===== src/hdl/bmp3_fifo.sv =====
module bmp3_fifo #(
  parameter int WIDTH = 8,
  parameter int DEPTH = 4,
  localparam int PW = (DEPTH > 1) ? $clog2(DEPTH) : 1,
  localparam int CNTW = $clog2(DEPTH + 1)
) (
  input  logic             clk_i,
  input  logic             rst_ni,
  input  logic             in_valid_i,
  output logic             in_ready_o,
  input  logic [WIDTH-1:0] in_data_i,
  output logic             out_valid_o,
  input  logic             out_ready_i,
  output logic [WIDTH-1:0] out_data_o
);

  logic [WIDTH-1:0] slot_q [DEPTH];
  logic [PW-1:0]    wr_ptr_q, rd_ptr_q;
  logic [CNTW-1:0]  count_q;
  logic             push, pop;

  assign in_ready_o  = (count_q != CNTW'(DEPTH));
  assign out_valid_o = (count_q != '0);
  assign out_data_o  = slot_q[rd_ptr_q];
  assign push = in_valid_i && in_ready_o;
  assign pop  = out_valid_o && out_ready_i;

  always_ff @(posedge clk_i or negedge rst_ni) begin
    if (!rst_ni) begin
      wr_ptr_q <= '0;
      rd_ptr_q <= '0;
      count_q  <= '0;
    end else begin
      if (push) begin
        wr_ptr_q <= (wr_ptr_q == PW'(DEPTH - 1)) ? '0 : wr_ptr_q + PW'(1);
      end
      if (pop) begin
        rd_ptr_q <= (rd_ptr_q == PW'(DEPTH - 1)) ? '0 : rd_ptr_q + PW'(1);
      end
      if (push && !pop) begin
        count_q <= count_q + CNTW'(1);
      end else if (pop && !push) begin
        count_q <= count_q - CNTW'(1);
      end
    end
  end

  always_ff @(posedge clk_i) begin
    if (push) begin
      slot_q[wr_ptr_q] <= in_data_i;
    end
  end

endmodule


===== config.mk =====
export PLATFORM = sky130hd
export DESIGN_NAME = bmp3_fifo
export DESIGN_NICKNAME = d
export VERILOG_FILES = /design/src/hdl/bmp3_fifo.sv
export SDC_FILE = /design/constraint.sdc
export NUM_CORES = 1
export LEC_CHECK = 0
export BUFFER_PORTS_ARGS = -buffer_cell sky130_fd_sc_hd__buf_2
export CAP_MARGIN = 20
export CORE_MARGIN = 2
export CORE_UTILIZATION = 59
export DETAILED_ROUTE_END_ITERATION = 8
export HOLD_SLACK_MARGIN = 0.05
export PLACE_DENSITY = 0.85
export SLEW_MARGIN = 20
export SYNTH_ARGS = -nofsm -noshare
export SYNTH_HDL_FRONTEND = slang
export SYNTH_SLANG_ARGS = --single-unit

===== constraint.sdc =====
create_clock -name clk_i -period 4.2 [get_ports clk_i]
set_clock_uncertainty 0.1 [all_clocks]
set_input_delay 0.63 -clock clk_i [delete_from_list [all_inputs] [get_ports clk_i]]
set_output_delay 0.63 -clock clk_i [all_outputs]
set_load 0.01 [all_outputs]

==> impl_metrics.json, run 1 <==
{
  "outcome": "completed",
  "rsz0062_at_grt": "false",
  "placedCellCount": 128,
  "io_pins": 22,
  "arrival_ns": 1.80,
  "crit_fanout": 11,
  "peakVddDrop_v": 0.000451,
  "cts_tree": "yes",
  "wl_per_cell_um": 17.3,
  "start_util_pct": 63.4,
  "critPathCaptureType": "output pin",
  "drive_gt1_share_pct": 39.3,
  "period_minus_slack_ns": 2.53,
  "core_area_mm2": 0.00252,
  "cts_max_level": 2,
  "final_antenna_net_count": 0,
  "grt_pass1_vias": 843,
  "drc_errors": 0,
  "maxClockFrequency_mhz": 395,
  "io_buffers": 21,
  "clkSlewWorstSetupHoldPaths_ns": 0.10,
  "cap_violations": 0,
  "vias": 779,
  "path_class": "flop to output pin",
  "die_h_um": 56.1,
  "final_common_cell": "edfxtp_1",
  "required_ns": 3.47,
  "p_switching_mw": 0.374,
  "final_util_pct": 71.0,
  "numCtsBuffers": 5,
  "grt_max_degree": 12,
  "holdWs_ns": 0.399,
  "worst_setup_path_start_kind": "flop",
  "wl_mm": 2.37,
  "pwr-share-comb_pct": 33.4,
  "leakage_nw": 0.676,
  "final-instance-count-excl-fill": 137,
  "antennaDiodeCount": 0,
  "die_x_um": 56.1,
  "track_usage_pct": 17.6,
  "netlist_instances": 79,
  "clk_latency_ns": 0.34,
  "cts_root_buffer": "clkbuf_4",
  "layout_common_cells": "edfxtp_1, buf_2, mux4_2",
  "antenna_found_initial": 0,
  "clkPwrFrac_pct": 14.9,
  "synth_nets": 98,
  "yosysSeqAreaShare_pct": 71.0,
  "maxSlewViolCount": 0,
  "ys_ff_latch": 39,
  "finalSetupViolCount": 0,
  "min_period_over_period_pct": 60.3,
  "grt_pass1_wl_mm": 3.86,
  "avgSynthCellArea_um2": 20.2,
  "dp_hpwl_mm": 1.69,
  "drt-initial-drc-count": 12,
  "hp-class": "primary input to flop",
  "syn_area_mm2": 0.00160,
  "tightest_slew_ns": 0.581,
  "synth_area_leaders": "edfxtp_1, mux4_2, dfrtp_1",
  "synth_cell_types": 18,
  "synth.largest_area_cell": "edfxtp_1",
  "switching_share_pct": 31.6,
  "powerDensity_mw_per_mm2": 660,
  "cts_sinks": 39,
  "vias_per_cell": 5.69,
  "setup_tns_ns": 0,
  "p_int_mw": 0.809,
  "rrSetupSlack_ns": 2.03,
  "final_nets": 125,
  "slew_headroom_pct": 61.3,
  "yosysWarnings": 0,
  "area_delta_synth_final_pct": 12.1,
  "first_pass_iters": 4,
  "cts_setup_buffers": 0,
  "globalplace.congestion": 0.655,
  "gr-total-overflow": 0,
  "busiest_layer": "met2",
  "fp-row-count": 18,
  "grt_use_met1_pct": 18.2,
  "hold_violations": 0,
  "dieArea_mm2": 0.00314,
  "grtUsageMet2_pct": 29.2,
  "clockBufferDepth": 2,
  "grtUsageMet3_pct": 5.81,
  "finalPower_mw": 1.18,
  "pwr-share-seq_pct": 51.7,
  "synth_top_area_share_pct": 60.1
}
final cells by class:
| type | count | area [um^2] |
|---|---|---|
| sequential | 39 | 1140 |
| fill | 164 | 731 |
| multi-input combinational | 35 | 443 |
| timing repair buffer | 22 | 115 |
| clock buffer | 8 | 48.8 |
| tap | 30 | 37.5 |
| inverter | 3 | 11.3 |
Yosys cell counts:
library cell / number
fa_1: 1
ha_1: 6
nor2_1: 4
mux2_4: 2
edfxtp_1: 32
or3_4: 1
nand2_1: 1
buf_2: 1
a21boi_2: 1
clkbuf_1: 1
mux2_2: 3
mux4_2: 8
dfrtp_1: 7
and2_1: 4
xnor2_1: 1
nand2_4: 1
inv_1: 3
xor2_1: 2
through the flow:
| step | worst slack, ns | cell area (um^2) |
|---|---|---|
| 6_report | 1.67 | 1790 |
| 4_1_cts | 1.61 | 1790 |
| 3_3_place_gp | 1.98 | 1730 |
| 3_5_place_dp | 1.95 | 1730 |
| 5_1_grt | 1.53 | 1790 |
| 2_1_floorplan | 2.14 | 1600 |
kinds of logic after synthesis:
kind of cell / share of synthesized area, %
AND/OR/NAND/NOR: 4.15
buffers and inverters: 1.25
XOR/XNOR: 1.64
AO/OA/AOI/OAI: 0.704
multiplexers: 15.3
flip-flops: 71.0
adder cells (fa/ha/maj): 5.95
metal layers:
metal  up-vias  wire [um]  share of wire (%)
li1        358          -                  -
met1       390        893                 38
met2        21       1250                 53
met3        10        115                4.9
met4         0        109                4.6
met5         -          0                  0
worst max-delay path, stage by stage, from the launching register on:
cell and delay (ns):
dfrtp_1 0.72, mux4_2 0.58, buf_2 0.15
registers in the layout (all words and copies together) (netlist names):
| name | count |
|---|---|
| rd_ptr_q | 2 |
| slot_q | 32 |
| wr_ptr_q | 2 |
| count_q | 3 |
power groups by stage:
| stage | Clock [mW] | Combinational, mW | Sequential [mW] |
|---|---|---|---|
| floorplan | 0 | 0.325 | 0.569 |
| global placement | 0 | 0.379 | 0.618 |
| detailed placement | 0 | 0.397 | 0.625 |
| CTS | 0.182 | 0.403 | 0.616 |
| global route | 0.200 | 0.430 | 0.628 |
| finish | 0.177 | 0.395 | 0.611 |
repair_timing:
action / CTS / global route
hold buffers: 1 / 0
resized for setup: 0 / 0
endpoints found under the hold margin: 7 / 0
worst paths after layout:
path | startpoint | endpoint | depth (start not counted)
min reg2reg | count_q[2] | count_q[2] | 1
max in group asynchronous | rst_ni | wr_ptr_q[1] | 2
min | in_data_i[4] | slot_q[3][4] | 1
min in group asynchronous | rst_ni | count_q[2] | 2
max | rd_ptr_q[0] | out_data_o[6] | 2
max reg2reg | count_q[2] | count_q[2] | 8
No activity file was read; power rests on OpenSTA's default activity.
==> run 2, diff against run 1 <==
CORE_UTILIZATION = 50   (was 59)
PLACE_DENSITY = 0.77   (was 0.85)
clock period = 2.15 ns   (was 4.2 ns; I/O delays follow)
==> impl_metrics.json, run 2 (synthesized netlist as in run 1, its figures left out) <==
{
  "peakVddDrop_v": 0.000538,
  "start_util_pct": 52.4,
  "largest_reg_flops": 32,
  "switching_share_pct": 30.4,
  "drive_gt1_share_pct": 46.8,
  "critPathCaptureType": "flop",
  "worst_setup_path_start_kind": "flop",
  "cts_max_level": 2,
  "setup_tns_ns": 0,
  "tightest_slew_ns": 0.455,
  "grt_max_degree": 14,
  "hold_violations": 0,
  "rsz0062_at_grt": "false",
  "final_nets": 129,
  "layout_common_cells": "edfxtp_1, buf_2, mux4_2",
  "min_from": "in_data_i[5]",
  "vias_per_cell": 4.97,
  "r2r_start": "count_q[1]",
  "pwr-share-seq_pct": 47.0,
  "fp-row-count": 20,
  "grt_pass1_wl_mm": 3.77,
  "dp_hpwl_mm": 1.59,
  "globalplace.congestion": 0.630,
  "clkSlewWorstSetupHoldPaths_ns": 0.12,
  "placedCellCount": 145,
  "multi_input_area_um2": 448,
  "vias": 770,
  "cts_sinks": 39,
  "fillers": 238,
  "cts_root_buffer": "clkbuf_4",
  "clockBufferDepth": 2,
  "regArea_mm2": 0.00114,
  "track_usage_pct": 15.8,
  "gr-total-overflow": 0,
  "drt-initial-drc-count": 24,
  "hold_end": "slot_q[0][5]",
  "wl_mm": 2.33,
  "maxSlewViolCount": 0,
  "p_switching_mw": 0.764,
  "final_antenna_net_count": 0,
  "p_int_mw": 1.75,
  "drc_errors": 0,
  "final-instance-count-excl-fill": 155,
  "clk_latency_ns": 0.35,
  "slew_headroom_pct": 69.6,
  "cts_tree": "yes",
  "path_class": "flop to flop",
  "clkPwrFrac_pct": 19.3,
  "grt_pass1_vias": 837,
  "leakage_nw": 0.711,
  "io_pins": 22,
  "die_h_um": 60.6,
  "rr_worst_depth": 8,
  "required_ns": 2.32,
  "final_common_cell": "edfxtp_1",
  "first_pass_iters": 2,
  "regMostFlops": "slot_q",
  "die_x_um": 60.6,
  "area_delta_synth_final_pct": 17.6,
  "powerDensity_mw_per_mm2": 1340,
  "hp-class": "primary input to flop",
  "outcome": "completed",
  "top_regs": "slot_q: 32 flops, count_q: 3 flops",
  "min_period_over_period_pct": 95.6,
  "rrSetupSlack_ns": 0.09,
  "crit_fanout": 4,
  "cap_violations": 0,
  "io_buffers": 21,
  "worstReg2RegEnd": "count_q[2]",
  "pwr-share-comb_pct": 33.6,
  "antenna_found_initial": 0,
  "dieArea_mm2": 0.00367,
  "arrival_ns": 2.23,
  "core_area_mm2": 0.00305,
  "period_minus_slack_ns": 2.06,
  "antennaDiodeCount": 0,
  "maxClockFrequency_mhz": 486,
  "numCtsBuffers": 5,
  "hold_depth": 1,
  "wl_per_cell_um": 15.0,
  "finalSetupViolCount": 0
}
## run 2: worst max-delay path by stage
stage	startpoint	to	slack (ns)
after global routing	count_q[1]	count_q[2]	0.03
after CTS	count_q[2]	count_q[2]	0.02
after global placement	count_q[2]	count_q[2]	0.14
after detailed placement	count_q[2]	count_q[2]	0.04
after floorplan	count_q[2]	count_q[2]	0.09
final	count_q[1]	count_q[2]	0.09
## run 2: area by class of cell
cell class,count,area share (%)
inverters,3,0.599
well taps,44,2.93
clock buffers,5,2.00
clock inverters,3,2.33
multi-input cells,35,23.8
repair buffers,26,7.72
flip-flops and latches,39,60.6
## run 2: stage by stage
stage	worst slack (ns)	cell area [um^2]	util, %	hold slack (ns)	total power [mW]
floorplan	0.0854	1600	-	-0.0731	1.75
global placement	0.136	1770	58.1	0.0625	1.99
detailed placement	0.0423	1770	58.1	0.0641	2.04
CTS	0.0196	1870	61.1	0.0612	2.53
global route	0.0261	1880	61.6	0.0505	2.68
finish	0.0942	1880	61.6	0.0740	2.51
## run 2: what timing repair did
action	4_1_cts	5_1_grt
setup buffers	0	1
endpoints found under the setup margin	8	4
hold buffers	1	0
pin swaps	0	1
gates cloned	0	0
resized for setup	1	3
hold endpoints to repair	7	0
## run 2: power by group through the flow
| stage | sequential (mW) | combinational (mW) | clock [mW] |
|---|---|---|---|
| 6_report | 1.18 | 0.845 | 0.486 |
| 5_1_grt | 1.21 | 0.935 | 0.535 |
| 4_1_cts | 1.19 | 0.841 | 0.501 |
| 3_5_place_dp | 1.20 | 0.834 | 0 |
| 3_3_place_gp | 1.19 | 0.798 | 0 |
| 2_1_floorplan | 1.11 | 0.635 | 0 |
## run 2: metal layers
| metal | up-vias | wire [um] | GRT usage (%) |
|---|---|---|---|
| met2 | 15 | 1190 | 25.6 |
| met5 | - | 0 | 0 |
| met3 | 8 | 82 | 4.69 |
| met1 | 380 | 974 | 17.4 |
| li1 | 367 | - | - |
| met4 | 0 | 78 | 12.1 |
## run 2: worst max-delay path: stages, from the launching register on
cell and delay [ns]:
dfrtp_1 0.44, or3_4 0.36, nand2_4 0.10, ha_2 0.18, inv_1 0.05, fa_2 0.33
xor2_1 0.15, nor2_1 0.11, xor2_1 0.16
==> run 3, diff against run 2 <==
BUFFER_PORTS_ARGS = unset   (was -buffer_cell sky130_fd_sc_hd__buf_2)
CORE_UTILIZATION = 55   (was 50)
DONT_BUFFER_PORTS = 1   (was unset)
PLACE_DENSITY = 0.76   (was 0.77)
==> impl_metrics.json, run 3 (synthesized netlist as in run 1, its figures left out) <==
{
  "rr_worst_depth": 8,
  "io_pins": 22,
  "track_usage_pct": 15.8,
  "cap_violations": 0,
  "clk_latency_ns": 0.33,
  "die_h_um": 57.9,
  "drt-initial-drc-count": 20,
  "gr-total-overflow": 0,
  "hold_violations": 0,
  "highest_layer": "met4",
  "vias": 714,
  "layout_common_cells": "edfxtp_1, dlygate4sd3_1, mux4_2",
  "maxSlewViolCount": 0,
  "die_x_um": 57.9,
  "dieArea_mm2": 0.00335,
  "powerDensity_mw_per_mm2": 1250,
  "area_delta_synth_final_pct": 13.3,
  "io_buffers": 0,
  "crit_fanout": 3,
  "dp_hpwl_mm": 1.51,
  "dp_slack_ns": 0.0217,
  "globalplace.congestion": 0.635,
  "tightest_slew_ns": 0.441,
  "first_pass_iters": 4,
  "numCtsBuffers": 5,
  "clkSlewWorstSetupHoldPaths_ns": 0.10,
  "hold_end": "rd_ptr_q[1]",
  "cts_root_buffer": "clkbuf_4",
  "worst_setup_path_start_kind": "flop",
  "antenna_found_initial": 0,
  "setup_slack_ns": 0.0769,
  "critPathCaptureType": "flop",
  "path_cells": "or3_4 > nand2_4 > ha_4 > inv_1 > fa_1 > xor2_1 > nor2_1 > xor2_1",
  "core_area_mm2": 0.00276,
  "grt_pass1_wl_mm": 3.57,
  "top_regs": "slot_q: 32 flops, count_q: 3 flops",
  "wl_mm": 2.23,
  "drc_errors": 0,
  "slew_headroom_pct": 70.6,
  "regMostFlops": "slot_q",
  "wl_met3_um": 126,
  "wl_met2_mm": 1.13,
  "hold_depth": 2,
  "rrSetupSlack_ns": 0.08,
  "start_util_pct": 58.0,
  "largest_reg_flops": 32,
  "startpoint": "count_q[2]",
  "final_common_cell": "edfxtp_1",
  "wl_per_cell_um": 17.3,
  "clockBufferDepth": 2,
  "hp-class": "primary input to flop",
  "path_class": "flop to flop",
  "required_ns": 2.31,
  "vias_per_cell": 5.53,
  "cts_sinks": 39,
  "rsz0062_at_grt": "false",
  "grt_pass1_vias": 751,
  "antennaDiodeCount": 0,
  "max_stage_delay_ns": 0.42,
  "final_nets": 116,
  "drt-met1-wl_um": 932,
  "leakage_nw": 0.648,
  "fp-row-count": 19,
  "min_from": "out_ready_i",
  "grt_max_degree": 12,
  "final_util_pct": 65.7,
  "crit_slowest_cell": "or3_4",
  "arrival_ns": 2.23,
  "setup_tns_ns": 0,
  "finalSetupViolCount": 0,
  "drive_gt1_share_pct": 27.6,
  "cp_common_cell": "xor2_1",
  "worstReg2RegEnd": "count_q[2]",
  "peakVddDrop_v": 0.000853,
  "r2r_start": "count_q[2]",
  "outcome": "completed",
  "cts_max_level": 2,
  "cts_tree": "yes",
  "min_period_over_period_pct": 96.4,
  "period_minus_slack_ns": 2.07,
  "final_antenna_net_count": 0,
  "maxClockFrequency_mhz": 482
}
## run 3: cell count changes in the layout (fill, tap and decap cells not counted), sizes merged
| cell | delta |
|---|---|
| buf | -21 |
| clkinv | -2 |
| dlygate4sd3 | +8 |
| bufinv | -1 |
| clkbuf | +3 |
## run 3: worst max-delay path by stage
stage                       endpoint  slack [ns]
after floorplan           count_q[2]        0.09
after CTS                 count_q[2]        0.01
after global placement    count_q[2]        0.10
after global routing      count_q[2]       0.001
final                     count_q[2]        0.08
after detailed placement  count_q[2]        0.02
## run 3: area by class of cell
class,instances,area [um^2]
clock buffers,8,48.8
fillers,177,946
inverters,3,11.3
multi-input cells,35,455
flip-flops and latches,39,1140
well taps,31,38.8
repair buffers,13,120
## run 3: what timing repair did
| item | 4_1_cts | 5_1_grt |
|---|---|---|
| endpoints found under the hold margin | 39 | 0 |
| buffers inserted | 0 | 1 |
| hold buffers | 9 | 0 |
| gates resized for setup | 2 | 1 |
| endpoints found under the setup margin | 9 | 2 |
| pin swaps | 0 | 1 |
## run 3: metal layers
metal  track usage (%)  vias to the layer above
met4              6.98                        0
met1              18.0                      355
met2              25.2                       16
met3              8.04                        6
met5                 0                        -
li1                  -                      337
## run 3: critical path: cells and delay by family, from the launching register on
kind,cells,cell delay [ns]
XOR/XNOR,2,0.31
flip-flops,1,0.39
AND/OR/NAND/NOR,3,0.65
buffers and inverters,1,0.05
adder cells (fa/ha/maj),2,0.50
## run 3: power breakdown
| part | internal (mW) | switching (mW) | total (mW) | leakage [nW] |
|---|---|---|---|---|
| Sequential | 1.02 | 0.147 | 1.17 | 0.374 |
| Combinational | 0.413 | 0.345 | 0.758 | 0.247 |
| Clock | 0.130 | 0.207 | 0.337 | 0.0265 |
| Total | 1.57 | 0.699 | 2.27 | 0.648 |
## run 3: metrics by stage
stage / hold WS (ns) / instances / total power [mW] / instance area, um^2
floorplan: -0.0731 / 79 / 1.75 / 1600
global placement: -0.0729 / 111 / 1.89 / 1650
detailed placement: -0.0729 / 111 / 1.92 / 1650
CTS: 0.109 / 128 / 2.28 / 1790
global route: 0.112 / 129 / 2.43 / 1810
finish: 0.135 / 129 / 2.27 / 1810
