**config.mk**
```make
export PLATFORM = sky130hd
export DESIGN_NAME = bmp3_front
export DESIGN_NICKNAME = d
export VERILOG_FILES = /design/src/hdl/bmp3_pkg.sv /design/src/hdl/bmp3_front.sv
export SDC_FILE = /design/constraint.sdc
export NUM_CORES = 1
export LEC_CHECK = 0
export ABC_CLOCK_PERIOD_IN_PS = 16000
export BUFFER_PORTS_ARGS = -buffer_cell sky130_fd_sc_hd__buf_2
export CORE_MARGIN = 1.5
export CORE_UTILIZATION = 39
export DETAILED_ROUTE_END_ITERATION = 16
export SYNTH_ARGS = -nofsm -noshare
export SYNTH_HDL_FRONTEND = slang
export SYNTH_SLANG_ARGS = --single-unit
```
**constraint.sdc**
```tcl
create_clock -name clk_i -period 16 [get_ports clk_i]
set_input_delay 0.8 -clock clk_i [delete_from_list [all_inputs] [get_ports clk_i]]
set_output_delay 0.8 -clock clk_i [all_outputs]
set_load 0.01 [all_outputs]
```
**src/hdl/bmp3_pkg.sv**
```systemverilog
package bmp3_pkg;

  // Default frame size limits
  localparam int MAX_WIDTH_DEF  = 2048;
  localparam int MAX_HEIGHT_DEF = 2048;

  // Configuration port
  localparam int CFG_W     = 12;
  localparam int CFG_IDX_W = 1;
  localparam logic [CFG_IDX_W-1:0] REG_IMAGE_WIDTH  = 1'b0;
  localparam logic [CFG_IDX_W-1:0] REG_IMAGE_HEIGHT = 1'b1;
  localparam int WIDTH_RESET  = 640;
  localparam int HEIGHT_RESET = 480;
  localparam int MIN_SIZE     = 3;

  // Block geometry: position of a pixel inside its block, along x or y
  localparam int BLOCK = 3;
  localparam logic [1:0] BLK_FIRST = 2'd0;
  localparam logic [1:0] BLK_LAST  = 2'd2;

  // Field widths
  localparam int PIX_W    = 8;
  localparam int TRIPLE_W = 10;
  localparam int SUM_W    = 12;
  localparam int IDX_W    = 10;
  localparam int MEAN_W   = 8;
  localparam int TDATA_W  = 32;

  // floor(x / 9) = (x * 3641) >> 15 for every 12-bit x
  localparam int DIV9_MUL   = 3641;
  localparam int DIV9_SHIFT = 15;
  localparam int PROD_W     = 24;

  localparam int QUEUE_DEPTH = 4;

endpackage

```
**src/hdl/bmp3_front.sv**
```systemverilog
module bmp3_front #(
  parameter int MAX_WIDTH  = bmp3_pkg::MAX_WIDTH_DEF,
  parameter int MAX_HEIGHT = bmp3_pkg::MAX_HEIGHT_DEF,
  localparam int BLK_DEPTH = MAX_WIDTH / bmp3_pkg::BLOCK,
  localparam int AW = (BLK_DEPTH > 1) ? $clog2(BLK_DEPTH) : 1
) (
  input  logic                                clk_i,
  input  logic                                rst_ni,
  input  logic                                cfg_we_i,
  input  logic [bmp3_pkg::CFG_IDX_W-1:0]      cfg_idx_i,
  input  logic [bmp3_pkg::CFG_W-1:0]          cfg_data_i,
  input  logic                                in_valid_i,
  output logic                                in_ready_o,
  input  logic [bmp3_pkg::PIX_W-1:0]          pixel_i,
  input  logic                                sof_i,
  output logic                                push_valid_o,
  input  logic                                push_ready_i,
  output logic [bmp3_pkg::TRIPLE_W-1:0]       item_triple_o,
  output logic [AW-1:0]                       item_bc_o,
  output logic [bmp3_pkg::IDX_W-1:0]          item_br_o,
  output logic [1:0]                          item_ry_o,
  output logic                                item_last_o
);

  localparam int CW  = $clog2(MAX_WIDTH);
  localparam int XW  = CW + 2;
  localparam int RW  = $clog2(MAX_HEIGHT);
  localparam int YW  = RW + 2;
  localparam int LXW = (XW > bmp3_pkg::CFG_W) ? XW : bmp3_pkg::CFG_W;
  localparam int LYW = (YW > bmp3_pkg::CFG_W) ? YW : bmp3_pkg::CFG_W;
  localparam int W_RST = (bmp3_pkg::WIDTH_RESET > MAX_WIDTH) ? MAX_WIDTH
                                                             : bmp3_pkg::WIDTH_RESET;
  localparam int H_RST = (bmp3_pkg::HEIGHT_RESET > MAX_HEIGHT) ? MAX_HEIGHT
                                                               : bmp3_pkg::HEIGHT_RESET;

  logic [XW-1:0] width_q;
  logic [YW-1:0] height_q;
  logic [LXW-1:0] cfg_wx;
  logic [LYW-1:0] cfg_hx;
  logic [XW-1:0] width_clamped;
  logic [YW-1:0] height_clamped;

  logic [CW-1:0]  base_q;
  logic [1:0]     cx_q;
  logic [AW-1:0]  bc_q;
  logic [RW-1:0]  rbase_q;
  logic [1:0]     ry_q;
  logic [bmp3_pkg::IDX_W-1:0]    br_q;
  logic [bmp3_pkg::TRIPLE_W-1:0] triple_q;

  logic [XW-1:0]  base;
  logic [1:0]     cx;
  logic [AW-1:0]  bc;
  logic [YW-1:0]  rbase;
  logic [1:0]     ry;
  logic [bmp3_pkg::IDX_W-1:0]    br;
  logic [bmp3_pkg::TRIPLE_W-1:0] tri_old;
  logic [bmp3_pkg::TRIPLE_W-1:0] triple_n;
  logic in_blk, emit, accept;

  // Sizes are clamped once, when written
  assign cfg_wx = LXW'(cfg_data_i);
  assign cfg_hx = LYW'(cfg_data_i);

  always_comb begin
    if (cfg_wx < LXW'(bmp3_pkg::MIN_SIZE)) begin
      width_clamped = XW'(bmp3_pkg::MIN_SIZE);
    end else if (cfg_wx > LXW'(MAX_WIDTH)) begin
      width_clamped = XW'(MAX_WIDTH);
    end else begin
      width_clamped = cfg_wx[XW-1:0];
    end
    if (cfg_hx < LYW'(bmp3_pkg::MIN_SIZE)) begin
      height_clamped = YW'(bmp3_pkg::MIN_SIZE);
    end else if (cfg_hx > LYW'(MAX_HEIGHT)) begin
      height_clamped = YW'(MAX_HEIGHT);
    end else begin
      height_clamped = cfg_hx[YW-1:0];
    end
  end

  always_ff @(posedge clk_i or negedge rst_ni) begin
    if (!rst_ni) begin
      width_q  <= XW'(W_RST);
      height_q <= YW'(H_RST);
    end else if (cfg_we_i) begin
      unique case (cfg_idx_i)
        bmp3_pkg::REG_IMAGE_WIDTH:  width_q  <= width_clamped;
        bmp3_pkg::REG_IMAGE_HEIGHT: height_q <= height_clamped;
        default: ;
      endcase
    end
  end

  assign accept     = in_valid_i && in_ready_o;
  assign in_ready_o = push_ready_i;

  always_comb begin
    base    = sof_i ? '0 : XW'(base_q);
    cx      = sof_i ? bmp3_pkg::BLK_FIRST : cx_q;
    bc      = sof_i ? '0 : bc_q;
    rbase   = sof_i ? '0 : YW'(rbase_q);
    ry      = sof_i ? bmp3_pkg::BLK_FIRST : ry_q;
    br      = sof_i ? '0 : br_q;
    tri_old = sof_i ? '0 : triple_q;

    // Wrap a position left stale by a smaller size
    if ((base + XW'(cx)) >= width_q) begin
      base = '0;
      cx   = bmp3_pkg::BLK_FIRST;
      bc   = '0;
      if (ry == bmp3_pkg::BLK_LAST) begin
        ry    = bmp3_pkg::BLK_FIRST;
        rbase = rbase + YW'(bmp3_pkg::BLOCK);
        br    = br + bmp3_pkg::IDX_W'(1);
      end else begin
        ry = ry + 2'd1;
      end
    end
    if ((rbase + YW'(ry)) >= height_q) begin
      rbase = '0;
      ry    = bmp3_pkg::BLK_FIRST;
      br    = '0;
    end

    in_blk = ((base + XW'(bmp3_pkg::BLOCK)) <= width_q) &&
             ((rbase + YW'(bmp3_pkg::BLOCK)) <= height_q);
    item_last_o = ((base + XW'(2 * bmp3_pkg::BLOCK)) > width_q) &&
                  ((rbase + YW'(2 * bmp3_pkg::BLOCK)) > height_q);
    item_bc_o = bc;
    item_br_o = br;
    item_ry_o = ry;

    triple_n = (cx == bmp3_pkg::BLK_FIRST) ? bmp3_pkg::TRIPLE_W'(pixel_i)
                                           : tri_old + bmp3_pkg::TRIPLE_W'(pixel_i);
    item_triple_o = triple_n;
    emit = in_blk && (cx == bmp3_pkg::BLK_LAST);

    // Advance to the next pixel
    if (cx == bmp3_pkg::BLK_LAST) begin
      cx   = bmp3_pkg::BLK_FIRST;
      base = base + XW'(bmp3_pkg::BLOCK);
      bc   = bc + AW'(1);
    end else begin
      cx = cx + 2'd1;
    end
    if ((base + XW'(cx)) >= width_q) begin
      base = '0;
      cx   = bmp3_pkg::BLK_FIRST;
      bc   = '0;
      if (ry == bmp3_pkg::BLK_LAST) begin
        ry    = bmp3_pkg::BLK_FIRST;
        rbase = rbase + YW'(bmp3_pkg::BLOCK);
        br    = br + bmp3_pkg::IDX_W'(1);
      end else begin
        ry = ry + 2'd1;
      end
      if ((rbase + YW'(ry)) >= height_q) begin
        rbase = '0;
        ry    = bmp3_pkg::BLK_FIRST;
        br    = '0;
      end
    end
  end

  assign push_valid_o = accept && emit;

  always_ff @(posedge clk_i or negedge rst_ni) begin
    if (!rst_ni) begin
      base_q   <= '0;
      cx_q     <= bmp3_pkg::BLK_FIRST;
      bc_q     <= '0;
      rbase_q  <= '0;
      ry_q     <= bmp3_pkg::BLK_FIRST;
      br_q     <= '0;
      triple_q <= '0;
    end else if (accept) begin
      base_q   <= base[CW-1:0];
      cx_q     <= cx;
      bc_q     <= bc;
      rbase_q  <= rbase[RW-1:0];
      ry_q     <= ry;
      br_q     <= br;
      triple_q <= in_blk ? triple_n : tri_old;
    end
  end

endmodule

```
==> results of run 1 <==
==> where the power goes <==
| group | total, mW | internal, mW | switching (mW) |
|---|---|---|---|
| clock | 0.205 | 0.114 | 0.0903 |
| combinational | 0.270 | 0.107 | 0.163 |
| sequential | 0.239 | 0.222 | 0.0166 |
==> cells in the final DEF (no fill, tap or decap), types with 24 or more instances in the layout <==
master                     count
sky130_fd_sc_hd__a21o_1       24
sky130_fd_sc_hd__a21oi_1      41
sky130_fd_sc_hd__buf_2        60
sky130_fd_sc_hd__dfrtp_1      74
sky130_fd_sc_hd__ha_1        122
sky130_fd_sc_hd__inv_1        65
sky130_fd_sc_hd__nand2_1     144
sky130_fd_sc_hd__nand2b_1     34
sky130_fd_sc_hd__nand3_1      33
sky130_fd_sc_hd__nor2_1       93
sky130_fd_sc_hd__nor2b_1      38
sky130_fd_sc_hd__nor3_1       29
sky130_fd_sc_hd__o21ai_0      99
sky130_fd_sc_hd__xnor2_1      69
sky130_fd_sc_hd__xor2_1       39
==> cell usage after synthesis, types with 5 or more instances <==
| cell type | count | share of area (%) |
|---|---|---|
| sky130_fd_sc_hd__nand3_1 | 33 | 1.7 |
| sky130_fd_sc_hd__nand4_1 | 23 | 1.5 |
| sky130_fd_sc_hd__nor4_1 | 14 | 0.91 |
| sky130_fd_sc_hd__a21o_1 | 24 | 1.9 |
| sky130_fd_sc_hd__a31oi_1 | 9 | 0.59 |
| sky130_fd_sc_hd__or2_2 | 8 | 0.52 |
| sky130_fd_sc_hd__or3_1 | 15 | 0.98 |
| sky130_fd_sc_hd__mux2_2 | 9 | 1.1 |
| sky130_fd_sc_hd__o21a_1 | 15 | 1.2 |
| sky130_fd_sc_hd__o31ai_1 | 12 | 0.94 |
| sky130_fd_sc_hd__dfrtp_1 | 74 | 19 |
| sky130_fd_sc_hd__dfstp_2 | 6 | 1.6 |
| sky130_fd_sc_hd__clkbuf_1 | 46 | 1.8 |
| sky130_fd_sc_hd__xor2_1 | 39 | 3.6 |
| sky130_fd_sc_hd__nor3_1 | 29 | 1.5 |
| sky130_fd_sc_hd__inv_1 | 65 | 2.5 |
| sky130_fd_sc_hd__nor2b_1 | 38 | 2.5 |
| sky130_fd_sc_hd__o22ai_1 | 8 | 0.52 |
| sky130_fd_sc_hd__xnor2_1 | 69 | 6.3 |
| sky130_fd_sc_hd__nor3b_1 | 7 | 0.55 |
| sky130_fd_sc_hd__nor2_1 | 94 | 3.7 |
| sky130_fd_sc_hd__and3_1 | 11 | 0.72 |
| sky130_fd_sc_hd__nand2_1 | 145 | 5.7 |
| sky130_fd_sc_hd__ha_1 | 122 | 16 |
| sky130_fd_sc_hd__fa_1 | 5 | 1.0 |
| sky130_fd_sc_hd__a221o_1 | 7 | 0.73 |
| sky130_fd_sc_hd__o21ai_1 | 5 | 0.26 |
| sky130_fd_sc_hd__a21oi_1 | 41 | 2.1 |
| sky130_fd_sc_hd__mux2i_1 | 14 | 1.5 |
| sky130_fd_sc_hd__and2_1 | 23 | 1.5 |
| sky130_fd_sc_hd__nand2b_1 | 34 | 2.2 |
| sky130_fd_sc_hd__o21ai_0 | 99 | 5.2 |
| sky130_fd_sc_hd__a211oi_1 | 9 | 0.70 |
| sky130_fd_sc_hd__buf_1 | 6 | 0.23 |
==> worst max-delay path, delay by kind of cell <==
family,cells,cell delay [ps]
simple gates,17,3970
compound gates,15,4390
xor+xnor,3,410
fa+ha+maj,7,1750
buf+inv,4,660
==> state kept, by name (all words and copies together) (netlist names), 10 cells and up <==
register  cells
br_q         10
height_q     12
triple_q     10
bc_q         10
width_q      12
base_q       11
rbase_q      11
==> metal layers <==
layer	vias up	share of wire (%)	global-route usage, %
met5	-	0	0
met4	0	2.1	7.22
met3	41	6.5	2.83
met2	313	43	34.4
met1	4188	49	33.8
li1	4452	-	-
==> stage by stage <==
stage	utilization [%]	area, um^2
2_1_floorplan	-	9600
3_3_place_gp	42.2	10200
3_5_place_dp	42.2	10200
4_1_cts	43.4	10500
5_1_grt	43.4	10500
6_report	43.4	10500
==> worst max-delay path by stage <==
stage | slack, ps | cells past startpoint | from | to
2_1_floorplan | 4340 | 50 | sof_i | push_valid_o
3_5_place_dp | 3280 | 46 | sof_i | rbase_q[8]
4_1_cts | 3360 | 46 | sof_i | push_valid_o
5_1_grt | 2080 | 44 | sof_i | push_valid_o
3_3_place_gp | 3730 | 43 | sof_i | push_valid_o
6_report | 3180 | 46 | sof_i | push_valid_o
==> area by class of cell <==
| type | instances | area [um^2] | share of cell area, % |
|---|---|---|---|
| Sequential cell | 80 | 2010 | 19.1 |
| Multi-Input combinational cell | 1033 | 7150 | 67.9 |
| Clock buffer | 11 | 253 | 2.40 |
| Timing Repair Buffer | 76 | 420 | 4.00 |
| Clock inverter | 5 | 40.0 | 0.381 |
| Inverter | 65 | 244 | 2.32 |
| Tap cell | 324 | 405 | 3.85 |
==> kinds of logic after synthesis <==
family / after synthesis / synth area share (%)
adder cells (fa/ha/maj): 127 / 16.9
buffers and inverters: 120 / 4.82
AO/OA/AOI/OAI: 279 / 18.8
multiplexers: 23 / 2.51
XOR/XNOR: 108 / 9.85
AND/OR/NAND/NOR: 496 / 26.2
flip-flops: 80 / 20.9
==> flow_summary.json, run 1 <==
{
  "clk_root_buffer_cell": "sky130_fd_sc_hd__clkbuf_16",
  "hold_buffers": 0,
  "cts_inserted_buffers": 9,
  "groute.usage.overall_pct": 22.9,
  "slew_headroom_pct": 20.6,
  "skew_ps": 11.9,
  "number_of_setup_buffers_added_after_cts": 0,
  "clkSinkCount": 80,
  "antenna_left": 0,
  "cp_max_fanout": 19,
  "worst_setup_hold_path_clk_slew_ps": 60,
  "number_of_warning_messages_in_the_yosys_log": 0,
  "netlist_area_um2": 9600,
  "clock_tree.htree_level_count": 3,
  "clk-insertion-delay-late_ps": 350,
  "finalWirelength_mm": 28.7,
  "pre_antenna_drt_iters": 5,
  "avgViaCountPerCell": 5.64,
  "layout.nets": 1419,
  "outcome": "completed",
  "cts.path.max_buffers": 2,
  "post_synth_num_cell_types": 75,
  "setup.worst_path.class": "in2out",
  "fp.coreArea_um2": 24200,
  "detailroute.via_count": 8994,
  "setup_tns_ps": 0,
  "postSynthAreaPerCell_um2": 7.79,
  "initial_core_util_pct": 39.6,
  "dpl_worst_slack_ps": 3280,
  "total_congestion_overflow": 0,
  "layout_min_cycle_time_ps": 12820,
  "tritoncts": "done",
  "routed_wire_length_per_instance_um": 18.0,
  "grt_setup_unrepaired": "false",
  "die_width_um": 160,
  "layout_worst_path_cycle_share_pct": 80.1,
  "ir_worst_vdd_mv": 0.0346,
  "finalSetupViolations": 0,
  "timing.critical_path.mode_cell": "sky130_fd_sc_hd__ha_1",
  "timing.final.hold_violations": 0,
  "grt_antenna_before_repair": 0,
  "synth.ff_latch_count": 80,
  "synth_edf_count": 0,
  "fmax_mhz": 78.0,
  "r2r_cells": 45,
  "hold_slack_ps": 353,
  "reg2reg_setup_slack_ps": 3670,
  "timing.critical_path.from_type": "input pin",
  "crit-reg2reg-launch": "base_q[0]",
  "cpMaxStageDelayCell": "sky130_fd_sc_hd__a211oi_1",
  "power_per_cell_area_nw_per_um2": 67.9,
  "synthArstFlopShare_pct": 100,
  "cp.arrival_ps": 12020,
  "total_leakage_power_nw": 4.51,
  "detailed_placer_s_ending_hpwl_mm": 22.2,
  "chip_height_um": 160,
  "final_cell_count_no_fill": 1594,
  "timing.critical_path.slowest_cell_delay_ps": 960,
  "fp.dieArea_um2": 25600,
  "n_fill_cell": 2505,
  "place.port_buffers": 61,
  "max_cap_violations": 0,
  "wire_length_of_the_first_global_routing_pass_mm": 46.6,
  "r2r-end": "rbase_q[5]",
  "grt_start_max_net_pins": 57,
  "timing.final.max_slew_violations": 0,
  "n_antenna_cell": 0,
  "drcViolationCount": 0,
  "endpoint_kind": "output pin",
  "detailedRoute.firstIterationViolations": 727,
  "relative_area_change_from_synthesis_to_final_layout_pct": 9.54,
  "ioPinCount": 62,
  "critPathRequiredTime_ps": 15200,
  "post_route_cells_drive_above_1_share_pct": 10.2,
  "worst_slew_pin_slew_ps": 1180,
  "dominantRegCellSynth": "sky130_fd_sc_hd__dfrtp_1",
  "placementRows": 57,
  "postSynthNetCount": 1387,
  "final_critical_path_setup_slack_ps": 3180,
  "finalWeightedCongestion": 0.915,
  "cts_repair_resize_count": 0,
  "syn_inst": 1233,
  "synth-seq-area-share_pct": 20.9,
  "report.power.total_mw": 0.714,
  "place.detailed.instances": 1578,
  "grt_pass1_vias": 8531,
  "hold_class": "in2async"
}
No activity file was read; power rests on OpenSTA's default activity.
==> run 2, diff against run 1 <==
ABC_CLOCK_PERIOD_IN_PS = 12510   (was 16000)
clock period = 12.51 ns   (was 16 ns; I/O delays follow)
==> run 2 against run 1 <==
Compared with the run above: non-clock buffer count is 5 higher; first-iteration DRC count is 8.9% lower; count of clock-buffer cells in the layout is 1 lower; routed wire length rose by 2.3%; critical path depth is 4 lower; worst setup slack got worse by 2500 ps; critical path type unchanged; sequential share of layout area fell by 0.070 points; register-to-register slack got worse by 2700 ps; largest cell class unchanged; sequential power grew 27%; hold slack worse by 76 ps; die area unchanged; total power up 30%.
==> flow_summary.json, run 2 (same netlist as run 1, synthesis figures left out) <==
{
  "initial_core_util_pct": 39.6,
  "finalSetupViolations": 0,
  "hold_class": "in2async",
  "layout_worst_path_cycle_share_pct": 94.5,
  "clock_tree.htree_level_count": 3,
  "groute.usage.overall_pct": 23.1,
  "chip_height_um": 160,
  "routed_wire_length_per_instance_um": 18.4,
  "setup_tns_ps": 0,
  "area.sequential_um2": 2010,
  "timing.final.max_slew_violations": 0,
  "relative_area_change_from_synthesis_to_final_layout_pct": 9.94,
  "cts.path.max_buffers": 2,
  "fmax_mhz": 84.6,
  "drcViolationCount": 0,
  "slew_headroom_pct": 30.0,
  "critical_path.startpoint": "sof_i",
  "fin_util_pct": 43.5,
  "total_congestion_overflow": 0,
  "grt_pass1_vias": 8494,
  "detailroute.via_count": 9049,
  "layout.nets": 1424,
  "report.power.total_mw": 0.925,
  "place.port_buffers": 61,
  "timing.critical_path.mode_cell": "sky130_fd_sc_hd__ha_1",
  "outcome": "completed",
  "n_fill_cell": 2490,
  "avgViaCountPerCell": 5.66,
  "grt_antenna_before_repair": 0,
  "multi_input_comb_area_um2": 7150,
  "mostFrequentLayoutCells": "sky130_fd_sc_hd__nand2_1, sky130_fd_sc_hd__ha_1, sky130_fd_sc_hd__o21ai_0",
  "critPathTopFamily": "simple AND/OR/NAND/NOR gates",
  "finalWeightedCongestion": 0.963,
  "timing.critical_path.from_type": "input pin",
  "cp.arrival_ps": 11200,
  "max_cap_violations": 0,
  "pre_antenna_drt_iters": 5,
  "clk-insertion-delay-late_ps": 360,
  "die_width_um": 160,
  "cp.buffers_inverters": 6,
  "fp.dieArea_um2": 25600,
  "skew_ps": 13.6,
  "n_antenna_cell": 0,
  "placementRows": 57,
  "antenna_left": 0,
  "number_of_setup_buffers_added_after_cts": 0,
  "cpMaxStageDelayCell": "sky130_fd_sc_hd__a211oi_1",
  "power_per_cell_area_nw_per_um2": 87.6,
  "layout_top_registers": "height_q x12, width_q x12",
  "tritoncts": "done",
  "layout_min_cycle_time_ps": 11820,
  "cts_inserted_buffers": 9,
  "worst_setup_hold_path_clk_slew_ps": 70,
  "finalWirelength_mm": 29.4,
  "wire_length_of_the_first_global_routing_pass_mm": 47.0,
  "detailedRoute.firstIterationViolations": 662,
  "total_leakage_power_nw": 4.54,
  "reg2reg_setup_slack_ps": 980,
  "post_route_cells_drive_above_1_share_pct": 10.5,
  "crit-reg2reg-launch": "base_q[0]",
  "detailed_placer_s_ending_hpwl_mm": 22.6,
  "endpoint_kind": "output pin",
  "worst_slew_pin_slew_ps": 1040,
  "timing.final.hold_violations": 0,
  "grt_setup_unrepaired": "false",
  "grt_start_max_net_pins": 56,
  "cp_max_fanout": 19,
  "mostFrequentLayoutCell": "sky130_fd_sc_hd__nand2_1",
  "fp.coreArea_um2": 24200,
  "ioPinCount": 62,
  "place.detailed.instances": 1583,
  "critPathRequiredTime_ps": 11880,
  "timing.critical_path.slowest_cell_delay_ps": 700,
  "setup.worst_path.class": "in2out",
  "clk_root_buffer_cell": "sky130_fd_sc_hd__clkbuf_16",
  "clkSinkCount": 80,
  "ir_worst_vdd_mv": 0.0770,
  "final_cell_count_no_fill": 1599
}
run 2: area by class of cell:
class / count / share of cell area [%]
flip-flops and latches: 80 / 19.0
well taps: 324 / 3.84
clock inverters: 6 / 0.462
inverters: 65 / 2.31
repair buffers: 81 / 4.34
clock buffers: 10 / 2.26
multi-input cells: 1033 / 67.8
run 2: worst paths after layout:
kind / endpoint / depth (start not counted)
setup / recovery: push_valid_o / 42
hold / removal: width_q[2] / 1
setup reg to reg: rbase_q[0] / 42
hold reg to reg: width_q[9] / 2
max in group asynchronous: br_q[3] / 2
min in group clk_i: width_q[9] / 2
run 2: report_power, final:
| part | internal [mW] | switching (mW) | total [mW] |
|---|---|---|---|
| Combinational | 0.139 | 0.212 | 0.351 |
| Clock | 0.143 | 0.127 | 0.270 |
| Sequential | 0.284 | 0.0196 | 0.304 |
run 2: metal layers:
metal / part of all wire [%] / track usage, %
met1: 48 / 33.9
met2: 43 / 35.0
met3: 6.3 / 3.19
met4: 2.3 / 6.92
met5: 0 / 0
run 2: repair_timing:
action,in CTS,in global routing
setup endpoints to repair,0,14
hold buffers,0,0
resized for setup,0,1
run 2: through the flow:
step	cell area (um^2)	setup slack (ps)	hold slack, ps
floorplan	9600	1050	330
global placement	10300	1070	462
detailed placement	10300	715	471
CTS	10600	820	290
global route	10600	19.6	306
finish	10600	687	277
